[config.mk]
export PLATFORM = sky130hd
export DESIGN_NAME = tick_housekeeping_counters
export DESIGN_NICKNAME = d
export VERILOG_FILES = /design/src/hdl/thc_pkg.sv /design/src/hdl/thc_core.sv /design/src/hdl/tick_housekeeping_counters.sv
export SDC_FILE = /design/constraint.sdc
export NUM_CORES = 1
export LEC_CHECK = 0
export ABC_AREA = 1
export BUFFER_PORTS_ARGS = -buffer_cell sky130_fd_sc_hd__buf_2
export CAP_MARGIN = 20
export CORE_MARGIN = 3
export CORE_UTILIZATION = 45
export CTS_CLUSTER_DIAMETER = 80
export CTS_CLUSTER_SIZE = 40
export DETAILED_ROUTE_END_ITERATION = 7
export GPL_TIMING_DRIVEN = 0
export PLACE_DENSITY = 0.61
export SETUP_SLACK_MARGIN = 0.1
export SYNTH_ARGS = -nofsm -noshare
export SYNTH_HDL_FRONTEND = slang
export SYNTH_SLANG_ARGS = --single-unit
[constraint.sdc]
create_clock -name clk -period 6.2 [get_ports clk]
set_clock_uncertainty 0.05 [all_clocks]
set_input_delay 0.31 -clock clk [delete_from_list [all_inputs] [get_ports clk]]
set_output_delay 0.31 -clock clk [all_outputs]
set_load 0.005 [all_outputs]
[src/hdl/thc_pkg.sv]
// ============================================================================
// thc_pkg: shared types and constants for the tick housekeeping counters
// Command codes, register indexes, reset values and transaction payloads.
// ============================================================================
package thc_pkg;

    localparam int MAX_ROWS       = 4;
    localparam int ROWS_DEFAULT   = 4;
    localparam int CFG_DATA_W     = 15;

    localparam logic [14:0] REBOOT_LIMIT_RESET  = 15'd21600;
    localparam logic [5:0]  PERIOD_LENGTH_RESET = 6'd60;

    typedef enum logic [2:0] {
        CMD_TICK         = 3'd0,
        CMD_SET_COOLDOWN = 3'd1,
        CMD_SET_REFRESH  = 3'd2,
        CMD_SET_DELAY    = 3'd3,
        CMD_CLEAR_ALERT  = 3'd4,
        CMD_CLEAR_ARMED  = 3'd5,
        CMD_CLEAR_SUMS   = 3'd6
    } cmd_t;

    typedef enum logic {
        CFG_REBOOT_LIMIT  = 1'b0,
        CFG_PERIOD_LENGTH = 1'b1
    } cfg_index_t;

    typedef struct packed {
        logic [2:0]         command;
        logic signed [15:0] write_value;
        logic               capture_on;
        logic               flush_pending;
        logic signed [15:0] row0_in;
        logic signed [15:0] row1_in;
        logic signed [15:0] row2_in;
        logic signed [15:0] row3_in;
    } thc_in_t;

    typedef struct packed {
        logic               reboot_request;
        logic               period_wrap;
        logic               alert_pending;
        logic               flush_request;
        logic signed [15:0] cooldown_count;
        logic signed [15:0] refresh_count;
        logic               deferred_armed;
        logic signed [15:0] row0_sum;
        logic signed [15:0] row1_sum;
        logic signed [15:0] row2_sum;
        logic signed [15:0] row3_sum;
        logic [3:0]         saturate_bits;
    } thc_out_t;

endpackage

[src/hdl/thc_core.sv]
// ============================================================================
// thc_core: counter state and single-pass update logic
// Holds all housekeeping state and computes the next state and the result
// for the transaction held in the input register.
// ============================================================================
module thc_core #(
    parameter int NUM_ROWS = thc_pkg::ROWS_DEFAULT
) (
    input  logic             clk,
    input  logic             rst_n,
    input  logic             advance,
    input  thc_pkg::thc_in_t item,
    input  logic [14:0]      reboot_limit,
    input  logic [5:0]       period_length,
    output thc_pkg::thc_out_t result
);

    logic [15:0] tick_reg, tick_next;
    logic [5:0]  period_reg, period_next;
    logic        alert_reg, alert_next;
    logic [15:0] cooldown_reg, cooldown_next;
    logic [15:0] refresh_reg, refresh_next;
    logic [15:0] delay_reg, delay_next;
    logic        armed_reg, armed_next;
    logic [NUM_ROWS-1:0][15:0] sum_reg, sum_next;
    logic [NUM_ROWS-1:0]       sat_reg, sat_next;

    logic [thc_pkg::MAX_ROWS-1:0][15:0] row_in;
    logic [NUM_ROWS-1:0][15:0]          row_add;
    logic [NUM_ROWS-1:0]                row_hit;
    logic [thc_pkg::MAX_ROWS-1:0][15:0] sum_out;
    logic [thc_pkg::MAX_ROWS-1:0]       sat_out;

    logic [15:0] tick_inc;
    logic [5:0]  period_inc;
    logic        delay_pos;
    logic        reboot, wrap, flush;

    assign row_in[0] = item.row0_in;
    assign row_in[1] = item.row1_in;
    assign row_in[2] = item.row2_in;
    assign row_in[3] = item.row3_in;

    assign tick_inc   = tick_reg + 16'd1;
    assign period_inc = period_reg + 6'd1;
    assign delay_pos  = !delay_reg[15] && (delay_reg != 16'd0);

    always_comb
    begin
        for (int i = 0; i < NUM_ROWS; i++)
        begin
            row_add[i] = sum_reg[i] + row_in[i];
            row_hit[i] = !row_add[i][15] && row_add[i][14];
        end
    end

    always_comb
    begin
        tick_next     = tick_reg;
        period_next   = period_reg;
        alert_next    = alert_reg;
        cooldown_next = cooldown_reg;
        refresh_next  = refresh_reg;
        delay_next    = delay_reg;
        armed_next    = armed_reg;
        sum_next      = sum_reg;
        sat_next      = sat_reg;
        reboot        = 1'b0;
        wrap          = 1'b0;
        flush         = 1'b0;
        case (item.command)
            thc_pkg::CMD_TICK:
            begin
                if (tick_inc == {1'b0, reboot_limit})
                begin
                    reboot        = 1'b1;
                    tick_next     = '0;
                    period_next   = '0;
                    alert_next    = 1'b0;
                    cooldown_next = '1;
                    refresh_next  = '1;
                    delay_next    = '0;
                    armed_next    = 1'b0;
                    sum_next      = '0;
                    sat_next      = '0;
                end
                else
                begin
                    tick_next = tick_inc;
                    flush     = item.flush_pending;
                    if (period_inc == period_length)
                    begin
                        wrap        = 1'b1;
                        alert_next  = 1'b1;
                        period_next = '0;
                        if (!cooldown_reg[15])
                        begin
                            cooldown_next = cooldown_reg - 16'd1;
                        end
                        if (!refresh_reg[15])
                        begin
                            refresh_next = refresh_reg + 16'd1;
                        end
                        if (delay_pos)
                        begin
                            delay_next = delay_reg - 16'd1;
                            if (delay_reg == 16'd1)
                            begin
                                armed_next = 1'b1;
                            end
                        end
                    end
                    else
                    begin
                        period_next = period_inc;
                    end
                    if (item.capture_on)
                    begin
                        for (int i = 0; i < NUM_ROWS; i++)
                        begin
                            if (row_in[i] != 16'd0)
                            begin
                                if (row_hit[i])
                                begin
                                    sum_next[i] = '0;
                                    sat_next[i] = 1'b1;
                                end
                                else
                                begin
                                    sum_next[i] = row_add[i];
                                end
                            end
                        end
                    end
                end
            end
            thc_pkg::CMD_SET_COOLDOWN: cooldown_next = item.write_value;
            thc_pkg::CMD_SET_REFRESH:  refresh_next  = item.write_value;
            thc_pkg::CMD_SET_DELAY:    delay_next    = item.write_value;
            thc_pkg::CMD_CLEAR_ALERT:  alert_next    = 1'b0;
            thc_pkg::CMD_CLEAR_ARMED:  armed_next    = 1'b0;
            thc_pkg::CMD_CLEAR_SUMS:
            begin
                sum_next = '0;
                sat_next = '0;
            end
            default: ;
        endcase
    end

    always_ff @(posedge clk or negedge rst_n)
    begin
        if (!rst_n)
        begin
            tick_reg     <= '0;
            period_reg   <= '0;
            alert_reg    <= 1'b0;
            cooldown_reg <= '1;
            refresh_reg  <= '1;
            delay_reg    <= '0;
            armed_reg    <= 1'b0;
            sum_reg      <= '0;
            sat_reg      <= '0;
        end
        else if (advance)
        begin
            tick_reg     <= tick_next;
            period_reg   <= period_next;
            alert_reg    <= alert_next;
            cooldown_reg <= cooldown_next;
            refresh_reg  <= refresh_next;
            delay_reg    <= delay_next;
            armed_reg    <= armed_next;
            sum_reg      <= sum_next;
            sat_reg      <= sat_next;
        end
    end

    always_comb
    begin
        sum_out = '0;
        sat_out = '0;
        for (int i = 0; i < NUM_ROWS; i++)
        begin
            sum_out[i] = sum_next[i];
            sat_out[i] = sat_next[i];
        end
    end

    always_comb
    begin
        result.reboot_request = reboot;
        result.period_wrap    = wrap;
        result.alert_pending  = alert_next;
        result.flush_request  = flush;
        result.cooldown_count = cooldown_next;
        result.refresh_count  = refresh_next;
        result.deferred_armed = armed_next;
        result.row0_sum       = sum_out[0];
        result.row1_sum       = sum_out[1];
        result.row2_sum       = sum_out[2];
        result.row3_sum       = sum_out[3];
        result.saturate_bits  = sat_out;
    end

endmodule

[src/hdl/tick_housekeeping_counters.sv]
// ============================================================================
// tick_housekeeping_counters: tick-driven housekeeping counters
// Input register, single-pass counter update, result register.
// ============================================================================
// Path: the input register takes a transaction at the accepting edge, and the
// result register takes its result when the core advances (output not stalled).
// Throughput: one transaction per cycle, set by the input and result registers
// advancing together whenever the result register is empty or being taken.
// Reset: counters return to their reset values, registers to 21600 and 60,
// and both pipeline stages empty.
module tick_housekeeping_counters #(
    parameter int NUM_ROWS = thc_pkg::ROWS_DEFAULT
) (
    input  logic                            clk,
    input  logic                            rst_n,
    input  logic                            in_valid,
    output logic                            in_ready,
    input  thc_pkg::thc_in_t                in_data,
    output logic                            out_valid,
    input  logic                            out_ready,
    output thc_pkg::thc_out_t               out_data,
    input  logic                            cfg_we,
    input  logic                            cfg_index,
    input  logic [thc_pkg::CFG_DATA_W-1:0]  cfg_data
);

    logic              in_valid_reg;
    thc_pkg::thc_in_t  in_data_reg;
    logic              out_valid_reg;
    thc_pkg::thc_out_t out_data_reg;
    thc_pkg::thc_out_t result;
    logic [14:0]       reboot_limit_reg;
    logic [5:0]        period_length_reg;
    logic              advance;

    assign advance   = in_valid_reg && (!out_valid_reg || out_ready);
    assign in_ready  = !in_valid_reg || advance;
    assign out_valid = out_valid_reg;
    assign out_data  = out_data_reg;

    always_ff @(posedge clk or negedge rst_n)
    begin
        if (!rst_n)
        begin
            reboot_limit_reg  <= thc_pkg::REBOOT_LIMIT_RESET;
            period_length_reg <= thc_pkg::PERIOD_LENGTH_RESET;
        end
        else if (cfg_we)
        begin
            case (cfg_index)
                thc_pkg::CFG_REBOOT_LIMIT:  reboot_limit_reg  <= cfg_data[14:0];
                thc_pkg::CFG_PERIOD_LENGTH: period_length_reg <= cfg_data[5:0];
                default: ;
            endcase
        end
    end

    always_ff @(posedge clk or negedge rst_n)
    begin
        if (!rst_n)
        begin
            in_valid_reg  <= 1'b0;
            out_valid_reg <= 1'b0;
        end
        else
        begin
            if (in_ready)
            begin
                in_valid_reg <= in_valid;
            end
            if (advance)
            begin
                out_valid_reg <= 1'b1;
            end
            else if (out_ready)
            begin
                out_valid_reg <= 1'b0;
            end
        end
    end

    always_ff @(posedge clk)
    begin
        if (in_ready && in_valid)
        begin
            in_data_reg <= in_data;
        end
        if (advance)
        begin
            out_data_reg <= result;
        end
    end

    thc_core #(
        .NUM_ROWS(NUM_ROWS)
    ) u_core (
        .clk          (clk),
        .rst_n        (rst_n),
        .advance      (advance),
        .item         (in_data_reg),
        .reboot_limit (reboot_limit_reg),
        .period_length(period_length_reg),
        .result       (result)
    );

    a_reboot_clears: assert property (@(posedge clk) disable iff (!rst_n)
        out_valid && out_data.reboot_request |->
            out_data.cooldown_count == 16'hFFFF && !out_data.alert_pending &&
            !out_data.period_wrap && out_data.saturate_bits == 4'd0)
        else $error("reboot result does not show reset state");

    a_wrap_alerts: assert property (@(posedge clk) disable iff (!rst_n)
        out_valid && out_data.period_wrap |-> out_data.alert_pending)
        else $error("period wrap without alert");

    a_sum_below_limit: assert property (@(posedge clk) disable iff (!rst_n)
        out_valid |-> !(!out_data.row0_sum[15] && out_data.row0_sum[14]) &&
            !(!out_data.row1_sum[15] && out_data.row1_sum[14]))
        else $error("row sum at or above limit");

    a_no_loss: assert property (@(posedge clk) disable iff (!rst_n)
        out_valid && !out_ready |=> out_valid && $stable(out_data))
        else $error("pending result dropped or changed");

endmodule
======== Word level (Yosys, flattened, before mapping) ========
Cells that the tools add are included.
storage, ports and cells
  flip-flop bits (word level) ............. 353
  bits in latches ......................... 0
  memory bits (writable) .................. 0
  ROM bits ................................ 0
  bits of input ports ..................... 106
  output and inout bits ................... 107
  word-level logic and storage cells ...... 136
  memories ................................ 0
operators by class
  $add $sub $neg .......................... 9
  multiply operators ...................... 0
  divide/modulo/power cells ............... 0
  $lt $le $gt $ge ......................... 0
  equal/unequal tests ..................... 11
  shift operators ......................... 0
  multiplexer cells ....................... 49
  bitwise logic cells ..................... 2
  reduce and logical (&&, ||, !) cells .... 29
operator list
  kind                                                                      count
  16-bit two-way mux                                                        18
  64-bit two-way mux                                                        2
  64-bit one-hot mux with 2 select lines                                    1
  16-bit one-hot mux with 2 select lines                                    3
  16-bit nonzero test                                                       5
  16-bit adder                                                              4
  16-bit by 1-bit adder with 16-bit output (second input constant)          2
  16-bit by 1-bit subtractor with 16-bit output (second input constant)     2
  1-bit two-way mux                                                         18
  16-bit by 1-bit == test with 1-bit output (second input constant)         1
  16-bit by 15-bit == test with 1-bit output                                1
  6-bit two-way mux                                                         2
  3-bit == test (second input constant)                                     3
  4-bit two-way mux                                                         2
  4-bit one-hot mux with 2 select lines                                     1
  1-bit logical AND                                                         7
  1-bit logical NOT                                                         7
  6-bit by 1-bit adder with 6-bit output (second input constant)            1
  3-bit by 2-bit == test with 1-bit output (second input constant)          2
  6-bit == test                                                             1
  3-bit by 1-bit inequality test with 1-bit output (second input constant)  2
  2-bit AND reduction                                                       3
  1-bit one-hot mux with 2 select lines                                     2
  4-bit AND reduction                                                       1
  other kinds (6)                                                           9

======== Depth between registers and ports, before layout ========
Gate-level depths: netlist of run 1.
  depth in word-level cells ............... 8
  gate-level depth with buffers ........... 20
  gate-level depth less buffers ........... 19

======== Cells and area by module ========
A second synthesis of run 1 with hierarchy kept.
unflattened totals
  cell total of the unflattened synthesis .. 2704
  area total of the unflattened synthesis .. 21057.7 µm²
modules (own cells, without submodules)
  module                      instances  cells an instance  area an instance (µm²)  sequential area each (µm²)
  thc_core                    1          2410               14400.1                 3543.4
  tick_housekeeping_counters  1          294                6657.6                  6292.3

======== Worst setup path before layout of run 1 ========
OpenSTA, ideal clock, no wires.
  path kind ............................... reg-to-reg
  start ................................... register out_valid_reg (netlist: out_valid)
  end ..................................... register out_data_reg, in the netlist out_data[0] (enable)
  library setup time ...................... 0.510 ns
  data arrival time ....................... 3.891 ns
  data required time ...................... 5.640 ns
  path slack .............................. 1.749 ns
  stages on the path, launching flop included .. 6
  buffers on the path ..................... 2
  period minus slack after synthesis ...... 4.451 ns
  path through ............................ dfrtp_1 nand2_1 nand2_1 clkbuf_1 inv_2 clkbuf_1
between the ends
  word-level cells in the longest chain between the ends .. 3
RTL lines
  what                      line                              source
  start: declaration        tick_housekeeping_counters.sv:29  logic out_valid_reg;
  start signal: assignment  tick_housekeeping_counters.sv:63  out_valid_reg <= 1'b0;
  start signal: assignment  tick_housekeeping_counters.sv:73  out_valid_reg <= 1'b1;
  start signal: assignment  tick_housekeeping_counters.sv:77  out_valid_reg <= 1'b0;
  1-bit logical NOT         tick_housekeeping_counters.sv:36  assign advance = in_valid_reg && (!out_valid_reg || out_ready);
  1-bit logical OR          tick_housekeeping_counters.sv:36
  1-bit logical AND         tick_housekeeping_counters.sv:36
  named net advance         tick_housekeeping_counters.sv:34  logic advance;
  end signal: assignment    tick_housekeeping_counters.sv:90  out_data_reg <= result;
  end: declaration          tick_housekeeping_counters.sv:30  thc_pkg::thc_out_t out_data_reg;
The timed path passes the listed nets, and every way through them passes these cells.
A chain may end at the register's enable or synchronous reset.

==> results by group, run 1 <==
Layout
  • Commonest non-fill, non-tap cell in the layout: nand2_1
  • Fin util: between 50% and 60%
  • Most frequent cells in the layout: nand2_1, nor2_1, buf_2, inv_1, edfxtp_1
  • Max reg flops: about 110
  • Register area: slightly below 0.01 mm2
  • Area of the multi-input gates: approximately 0.0093 mm2
  • Number of fillers in the final layout: between 4000 and 5000
  • Layout cells sized above 1: 12.0%
  • Nets: a little over 3000
  • ANT cells: 0
  • Layout overhead on the synthesized area: 19.1%
  • Final cell count without fillers: 3527

STA
  • Slew HR: 33.7%
  • Tcrit/Tclk final: 55.2%
  • Setup TNS: 0 ns
  • Unrepaired setup endpoints after global routing: false
  • Slew @ Worst Pin: a little under 1 ns
  • Hold Slack: 0.231 ns
  • Final Setup Violations: 0
  • Worst Slack Setup Final: ~2.8 ns
  • Max-slew violations: 0
  • Fmax: around 290 MHz
  • Minimum clock period: between 3 and 4 ns
  • Final hold viol count: 0

Worst setup path
  • Slowest cell delay on critical path: between 0.7 and 0.8 ns
  • Arrival @ worst endpoint: between 3 and 4 ns
  • Highest-delay cell along the critical path: clkbuf_1
  • Crit path buffers/inverters: 3
  • CP Capture Type: flop
  • Critical-path cell list: nor2_2 -> inv_1 -> nor2_2 -> a21oi_1 -> inv_1 -> clkbuf_1 -> o21ai_1
  • CP delay by family, top: buffers and inverters
  • Crit path launch type: flop
  • Critical path peak fanout: 10
  • Critical path type: reg -> reg
  • Critical path depth: 7
  • Required @ worst endpoint: between 6 and 7 ns
  • Worst reg-to-reg path cell count: 7

Yosys
  • Mux share of post-synthesis cell area: 0.277%
  • Ys flop type: edfxtp_1
  • Post-synth EDFFs: 190
  • Post-synthesis cell count: roughly 2600
  • Share of the yosys chip area belonging to registers: approximately half
  • Netlist Area Pre-Place: about 0.020 mm2
  • Synth area leader: edfxtp_1
  • Post-synthesis register bit count: about 350
  • Ranking of synthesized cells by area: edfxtp_1, nand2_1, dfrtp_1, dfstp_2, nor2_1
  • Cell variety after synth: 46
  • Post-synth top area share: 28.1%
  • Async set or reset register ratio after synthesis: a little under half
  • Synth warn: 0
  • Synth Area in Compound Gates: around a tenth
  • Post-synthesis adder-cell area fraction: 4.46%
  • Syn_area_per_cell: about 8 um2
  • Largest family of logic cells by synthesized area: simple AND/OR/NAND/NOR gates
  • Area share of and/or/nand/nor cells after synthesis: between 20% and 30%
  • Syn Nets: ~2700
  • Synth Area in XOR/XNOR: 2.20%

Status
  • Outcome: finished clean

Die
  • Die Ht: 218 um
  • Total core area: ~0.044 mm2
  • Die area: 0.0477 mm2
  • Core Rows: 77
  • DIE WIDTH: 218 um
  • Num ports: 213
  • Initial core utilization: between 40% and 50%

Power and ir drop
  • Sw frac: 43.3%
  • Leakage Power: approximately 11 nW
  • Psw: 4.42 mW
  • Maximum VDD drop: approximately 320 uV
  • Clock power frac: ~18%
  • Power Density: roughly 420 mW/mm2
  • Reg power frac: around 39%
  • Combinational Power Share: 43.5%
  • Internal Pwr Total: between 5 and 6 mW

Placement
  • Place WS: approximately 2.8 ns
  • PortBufs: approximately 210
  • GPL Wtd Cong: 0.955
  • Inst Count DP: ~3400
  • Post-DP HPWL: between 40 and 50 mm

Worst hold path
  • Hold Path Class: in -> reg
  • Hold path cells: 4

Clock network
  • CTS root buf: clkbuf_16
  • Resized cells post-CTS: 0
  • CTS Buf Count: 24
  • # H-tree levels: 1
  • CTS Sinks: ~350
  • Longest Clk Path Bufs: 3
  • Worst-skew pair later-pin latency: 0.60 ns
  • CTS tree: done
  • Clk slew on worst S/H paths: around 0.1 ns

Route
  • Drt first pass iters: 6
  • DRC: 0
  • Routed Antenna Nets: 0
  • Vias per cell: approximately 5.2
  • Vias: approximately 18000
  • Total routed wirelength: around 63 mm
  • Initial drt markers: 1431
  • Routed WL per cell: approximately 18 um

Flow run
  • Max cap viols: 0

Global routing
  • Number of global-route vias before repair: 17900
  • First-pass GRT wire length: ~98 mm
  • Initial antenna violation count: 0
  • GR Util All Layers: between 20% and 30%
  • Largest net degree at the start of global routing: 89
  • Grt ovf: 0
## layer usage
metal	track usage [%]	wire length [um]
met1	34.5	27400
met2	44.4	29800
met3	3.25	3340
met4	8.35	2110
met5	0	0
## stage by stage
stage	area [um2]	power, mW
final	24200	10.2
after global routing	24200	11.1
after global placement	22100	8.24
after floorplan	20300	6.99
after detailed placement	22200	8.31
after CTS	24200	10.2
## power groups by stage
stage	logic [mW]	clock network [mW]	registers [mW]
floorplan	3.18	0	3.81
global placement	4.26	0	3.98
detailed placement	4.35	0	3.96
CTS	4.42	1.88	3.92
global route	5.09	1.96	4.03
finish	4.44	1.82	3.94
## path summary, 6_finish.rpt
path,start,to,slack [ns]
worst max-delay path,in_data_reg[84],out_data[9],2.78
worst min-delay path,cfg_index,reboot_limit_reg[11],0.23
worst max register to register,in_data_reg[84],out_data[9],2.78
worst min register to register,u_core.refresh_reg[13],u_core.refresh_reg[13],0.44
max in group asynchronous,rst_n,u_core.cooldown_reg[6],4.90
min in group asynchronous,rst_n,reboot_limit_reg[13],0.28
## cell usage after synthesis, types with 2 or more instances
library cell / count
o22ai_1: 35
buf_1: 8
dfstp_2: 41
o21ai_0: 117
fa_1: 4
dfrtp_1: 122
o31ai_1: 3
ha_1: 66
nand2_1: 924
o21ai_1: 50
nor2_2: 8
edfxtp_1: 190
buf_6: 4
mux2_2: 5
xor2_1: 28
nor4_1: 8
nand3_1: 149
a21o_1: 13
nor3_1: 23
nor2_1: 246
clkinv_1: 3
xnor2_1: 23
nand2_2: 6
buf_2: 14
inv_2: 3
o211ai_1: 2
nand4_1: 37
clkbuf_1: 48
nand3b_1: 21
nor2_4: 3
o21a_1: 2
a31oi_1: 14
a21oi_1: 79
o21bai_1: 4
a21boi_0: 37
inv_1: 220
## cell families after synthesis
family	after synthesis
DFF	353
xor gates and xnor gates	51
adders and majority gates	70
and+or+nand+nor	1431
muxes	5
buffers and inverters	302
AOI/OAI and AO/OA	358
## worst register-to-register path: stages, from the launching register on
cell and delay (ns):
edfxtp_1 0.54, nor2_2 0.33, inv_1 0.23, nor2_2 0.34, a21oi_1 0.18, inv_1 0.44, clkbuf_1 0.74, o21ai_1 0.27
## cell type report
| cell class | count | share of cell area [%] |
|---|---|---|
| plain buffers | 75 | 1.39 |
| clock buffers | 26 | 2.51 |
| clock inverters | 18 | 1.25 |
| inverters | 227 | 3.54 |
| multi-input cells | 1915 | 38.4 |
| flip-flops and latches | 353 | 40.7 |
| well taps | 592 | 3.06 |
| repair buffers | 321 | 9.20 |
## timing repair
action | in CTS | in global routing
hold endpoints to repair | 162 | 0
setup buffers | 0 | 0
hold buffers | 105 | 0
Power figures use the tool's default switching activity.
==> run 2, diff against run 1 <==
PLACE_DENSITY = 0.63   (was 0.61)
clock period = 2.9 ns   (was 6.2 ns; I/O delays follow)
==> run 2 against run 1 <==
Cell count is 0.60% higher. First-iteration DRC count is 2.9% higher. Flip-flop and latch count stayed put. Hold slack worse by 0.21 ns. Setup slack worse by 2.6 ns. Via count is 1.9% higher. Sequential power is 120% higher. Highest routed layer is now met5.
==> results by group, run 2 (synthesized netlist as in run 1, its figures left out) <==
Worst setup path
  • CP Capture Type: flop
  • Critical path type: reg -> reg
  • Critical path peak fanout: 8
  • R2R Path End: out_data[25]
  • Required @ worst endpoint: between 3 and 4 ns
  • Register-to-register path setup slack: about 0.17 ns
  • Worst reg-to-reg path cell count: 8
  • Arrival @ worst endpoint: ~3.1 ns
  • Reg-to-Reg Start: in_data_reg[84]
  • Crit path launch type: flop

Layout
  • Layout cells sized above 1: 15.5%
  • Final cell count without fillers: 3548
  • Commonest non-fill, non-tap cell in the layout: nand2_1
  • Most frequent cells in the layout: nand2_1, nor2_1, buf_2, inv_1, edfxtp_1
  • Register area: roughly 0.0098 mm2
  • Fin util: between 50 and 60%
  • Nets: slightly above 3000
  • Number of fillers in the final layout: between 4000 and 5000
  • Area of the multi-input gates: slightly below 0.01 mm2
  • Final Cell Area: ~0.025 mm2
  • Layout overhead on the synthesized area: 22.7%
  • Max reg flops: 105

Die
  • Die area: between 0.04 and 0.05 mm2
  • Core Rows: between 70 and 80
  • Initial core utilization: a little under half
  • Die Ht: between 200 and 250 um
  • Total core area: 0.0444 mm2
  • Num ports: around 210
  • DIE WIDTH: 218 um

Route
  • Vias: approximately 19000
  • Total routed wirelength: ~64 mm
  • Initial drt markers: between 1000 and 1500
  • Routed Antenna Nets: 0
  • Vias per cell: about 5.3
  • Drt first pass iters: 5
  • Routed WL per cell: between 15 and 20 um
  • DRC: 0

Worst hold path
  • Hold Path Class: in -> reg
  • Worst hold start: cfg_index
  • Hold path cells: 5
  • Worst Hold Path EP: period_length_reg[2]

STA
  • Slew @ Worst Pin: 0.858 ns
  • Setup TNS: 0 ns
  • Max-slew violations: 0
  • Unrepaired setup endpoints after global routing: true
  • Final Setup Violations: 0
  • Minimum clock period: roughly 2.7 ns
  • Final hold viol count: 0
  • Slew HR: 42.8%
  • Fmax: around 370 MHz
  • Tcrit/Tclk final: a little over nine tenths
  • Hold Slack: approximately 0.023 ns

Power and ir drop
  • Sw frac: a little over two fifths
  • Leakage Power: 11.6 nW
  • Power Density: ~900 mW/mm2
  • Psw: approximately 9.9 mW
  • Reg power frac: 37.4%
  • Maximum VDD drop: 569 uV
  • Combinational Power Share: ~45%
  • Internal Pwr Total: ~13 mW
  • Clock power frac: between 10% and 20%

Global routing
  • GR Util All Layers: 26.2%
  • Number of global-route vias before repair: approximately 18000
  • First-pass GRT wire length: 98.5 mm
  • Largest net degree at the start of global routing: around 120
  • Grt ovf: 0
  • Initial antenna violation count: 1

Clock network
  • CTS Buf Count: 23
  • CTS Sinks: between 300 and 400
  • CTS tree: done
  • Clk slew on worst S/H paths: roughly 0.11 ns
  • Worst-skew pair later-pin latency: ~0.6 ns
  • Longest Clk Path Bufs: 3
  • # H-tree levels: 1
  • CTS root buf: clkbuf_16

Flow run
  • Max cap viols: 0

Status
  • Outcome: finished clean

Placement
  • DP Area: between 0.02 and 0.025 mm2
  • GPL Wtd Cong: ~0.94
  • Inst Count DP: 3376
  • Post-DP HPWL: roughly 46 mm
  • PortBufs: ~210
## run 2: area by class of cell
type | instances | share of cell area (%)
sequential | 353 | 39.5
buffer | 75 | 1.83
inverter | 227 | 3.44
clock buffer | 24 | 2.41
tap | 592 | 2.97
antenna | 1 | 0.0100
multi-input combinational | 1915 | 38.8
timing repair buffer | 343 | 9.67
clock inverter | 18 | 1.38
## run 2: metal layers
layer	vias up	routed length, um	track usage [%]
met5	-	7	0
met4	2	1530	7.20
met3	96	4180	3.73
met2	608	30800	44.8
met1	8848	27200	35.1
li1	9217	-	-
## run 2: worst max-delay path by stage
stage | slack [ns] | depth (start not counted) | endpoint | from
after CTS | 0.1 | 14 | out_data[54] | u_core.tick_reg[0]
after floorplan | 0.12 | 5 | out_data[0] | out_valid
after detailed placement | -0.57 | 7 | out_data[53] | in_data_reg[84]
after global placement | -1.27 | 1 | u_core.sum_reg[22] | rst_n
after global routing | 0.06 | 15 | out_data[75] | u_core.period_reg[0]
final | 0.17 | 8 | out_data[25] | in_data_reg[84]
## run 2: critical path, cell delays in order, from the launching register on
cell and delay, ns:
edfxtp_1 0.55, nor2_4 0.27, inv_1 0.19, nor2_2 0.37, inv_2 0.22, o21bai_4 0.27, buf_12 0.17, buf_12 0.14
o21ai_0 0.31
## run 2: what timing repair did
action / CTS / global route
setup endpoints to repair: 182 / 330
pin swaps: 6 / 17
hold endpoints to repair: 194 / 0
resized for setup: 41 / 126
buffers inserted: 9 / 13
gates cloned: 0 / 2
hold buffers: 105 / 0
## run 2: power by group through the flow
stage	logic (mW)	registers, mW	clock network, mW
6_report	10.2	8.48	4.01
5_1_grt	11.6	8.66	4.29
4_1_cts	9.63	8.41	4.08
3_5_place_dp	9.28	8.48	0
3_3_place_gp	9.11	8.48	0
2_1_floorplan	6.80	8.13	0
## run 2: stage by stage
step | total power [mW] | worst slack, ns
floorplan | 14.9 | 0.118
global placement | 17.6 | -1.27
detailed placement | 17.8 | -0.569
CTS | 22.1 | 0.0965
global route | 24.5 | 0.0593
finish | 22.7 | 0.173
==> run 3, diff against run 2 <==
PLACE_DENSITY = 0.61   (was 0.63)
clock period = 2.8 ns   (was 2.9 ns; I/O delays follow)
==> run 3 against run 2 <==
Sequential power rose by 3.7%. Setup slack worse by 0.085 ns. Cell area rose by 3.1%. Cell count grew 0.79%. Global-route usage up 0.12 points. Highest routed layer is now met4.
==> results by group, run 3 (synthesized netlist as in run 1, its figures left out) <==
Status
  • Outcome: finished clean

STA
  • Slew @ Worst Pin: ~0.96 ns
  • Setup TNS: 0 ns
  • Fmax: around 370 MHz
  • Tcrit/Tclk final: a little over nine tenths
  • Unrepaired setup endpoints after global routing: true
  • Final Setup Violations: 0
  • Minimum clock period: 2.71 ns
  • Final hold viol count: 0
  • Slew HR: between 30% and 40%
  • Max-slew violations: 0

Clock network
  • # H-tree levels: 1
  • Worst-skew pair later-pin latency: ~0.6 ns
  • CTS tree: done
  • CTS Buf Count: 25
  • Clk slew on worst S/H paths: 0.10 ns
  • CTS root buf: clkbuf_16
  • Longest Clk Path Bufs: 3
  • CTS Sinks: about 350

Worst setup path
  • Required @ worst endpoint: between 3 and 4 ns
  • CP Capture Type: flop
  • Critical path peak fanout: 7
  • Crit path launch type: flop
  • Critical path type: reg -> reg
  • Worst reg-to-reg path cell count: 18
  • Arrival @ worst endpoint: between 2 and 3 ns

Worst hold path
  • Hold Path Class: in -> async

Die
  • Total core area: 0.0444 mm2
  • DIE WIDTH: between 200 and 250 um
  • Die Ht: around 220 um
  • Die area: between 0.04 and 0.05 mm2
  • Initial core utilization: 45.7%
  • Core Rows: 77
  • Num ports: between 200 and 250

Route
  • Routed WL per cell: about 18 um
  • Drt first pass iters: 6
  • Total routed wirelength: approximately 65 mm
  • DRC: 0
  • Initial drt markers: about 1600
  • Vias per cell: 5.31
  • Vias: 19000
  • Routed Antenna Nets: 0

Layout
  • Layout overhead on the synthesized area: 26.4%
  • ANT cells: 0
  • Nets: between 3000 and 4000
  • Max reg flops: about 110
  • Layout cells sized above 1: between 10% and 20%
  • Number of fillers in the final layout: 4019
  • Commonest non-fill, non-tap cell in the layout: nand2_1
  • Most frequent cells in the layout: nand2_1, nor2_1, inv_1, buf_2, edfxtp_1
  • Final Cell Area: approximately 0.026 mm2

Power and ir drop
  • Leakage Power: roughly 12 nW
  • Power Density: about 950 mW/mm2
  • Maximum VDD drop: 664 uV

Global routing
  • GR peak layer: met2
  • Met3 usage: between 3 and 4%
  • Grt ovf: 0
  • Number of global-route vias before repair: roughly 18000
  • First-pass GRT wire length: slightly below 100 mm
  • Largest net degree at the start of global routing: roughly 120
  • Met1 usage: 35.2%
  • Initial antenna violation count: 0
  • GR Util All Layers: between 20% and 30%
  • Met2 usage: between 40 and 50%

Placement
  • DP Area: ~0.022 mm2
  • GPL Wtd Cong: 0.935
  • Post-DP HPWL: ~46 mm
  • PortBufs: 212

Flow run
  • Max cap viols: 0
run 3: cell count changes in the layout (fill, tap and decap cells not counted), sizes merged, moves of 2 or more:
| cell | delta |
|---|---|
| buf | +23 |
| inv | +3 |
| clkbuf | +2 |
| clkinv | -2 |
run 3: what timing repair did:
item | CTS | global route
setup buffers | 16 | 25
resized for setup | 81 | 218
endpoints found under the setup margin | 321 | 240
cloned | 0 | 6
endpoints found under the hold margin | 177 | 0
hold buffers | 106 | 0
pin swaps | 13 | 52
run 3: stage by stage:
step	hold slack, ns	power (mW)	std cells	setup WS, ns	utilization (%)
after floorplan	-0.206	15.5	2570	0.280	-
after global placement	0.266	18.2	3374	-1.43	49.8
after detailed placement	0.204	18.4	3377	-0.590	50.0
after CTS	0.150	23.2	3545	0.0756	55.4
after global routing	0.167	26.3	3576	-0.0442	57.8
final	0.142	24.4	3576	0.0880	57.8
run 3: worst max-delay path, cell delays in order (launching register included):
cell	delay, ns
edfxtp_1	0.43
ha_2	0.21
inv_2	0.04
fa_2	0.39
inv_2	0.09
nand3_2	0.06
nand2_2	0.08
nand2_2	0.07
a21oi_4	0.16
nand2_2	0.09
nand2_1	0.07
nand2_1	0.06
nand2_2	0.10
nand2_4	0.10
clkbuf_16	0.18
nand2_4	0.06
nand2_2	0.05
nand2_2	0.08
nand2_2	0.08
run 3: layout make-up:
type,count,area [um2],area share (%)
inverter,227,858,3.34
multi-input combinational,1915,10100,39.2
sequential,353,9840,38.3
clock buffer,25,626,2.44
clock inverter,21,335,1.31
tap,592,741,2.88
timing repair buffer,368,2710,10.6
buffer,75,487,1.90
run 3: metal layers:
metal | up-vias | part of all wire, %
li1 | 9263 | -
met1 | 9010 | 43
met2 | 591 | 48
met3 | 108 | 6.0
met4 | 0 | 3.1
met5 | - | 0
run 3: final timing paths:
| kind | start | slack, ns | to |
|---|---|---|---|
| max in group asynchronous | rst_n | 1.66 | u_core.cooldown_reg[6] |
| max | in_data_reg[48] | 0.09 | out_data[60] |
| min reg2reg | u_core.cooldown_reg[14] | 0.43 | u_core.cooldown_reg[14] |
| min in group clk | in_data[9] | 0.20 | in_data_reg[9] |
| max reg2reg | in_data_reg[48] | 0.09 | out_data[60] |
| min | rst_n | 0.14 | reboot_limit_reg[9] |
run 3: power by group:
part	leakage, nW	internal, mW	switching, mW
logic	7.64	4.50	6.83
clock network	0.455	1.95	2.30
registers	3.85	7.36	1.43
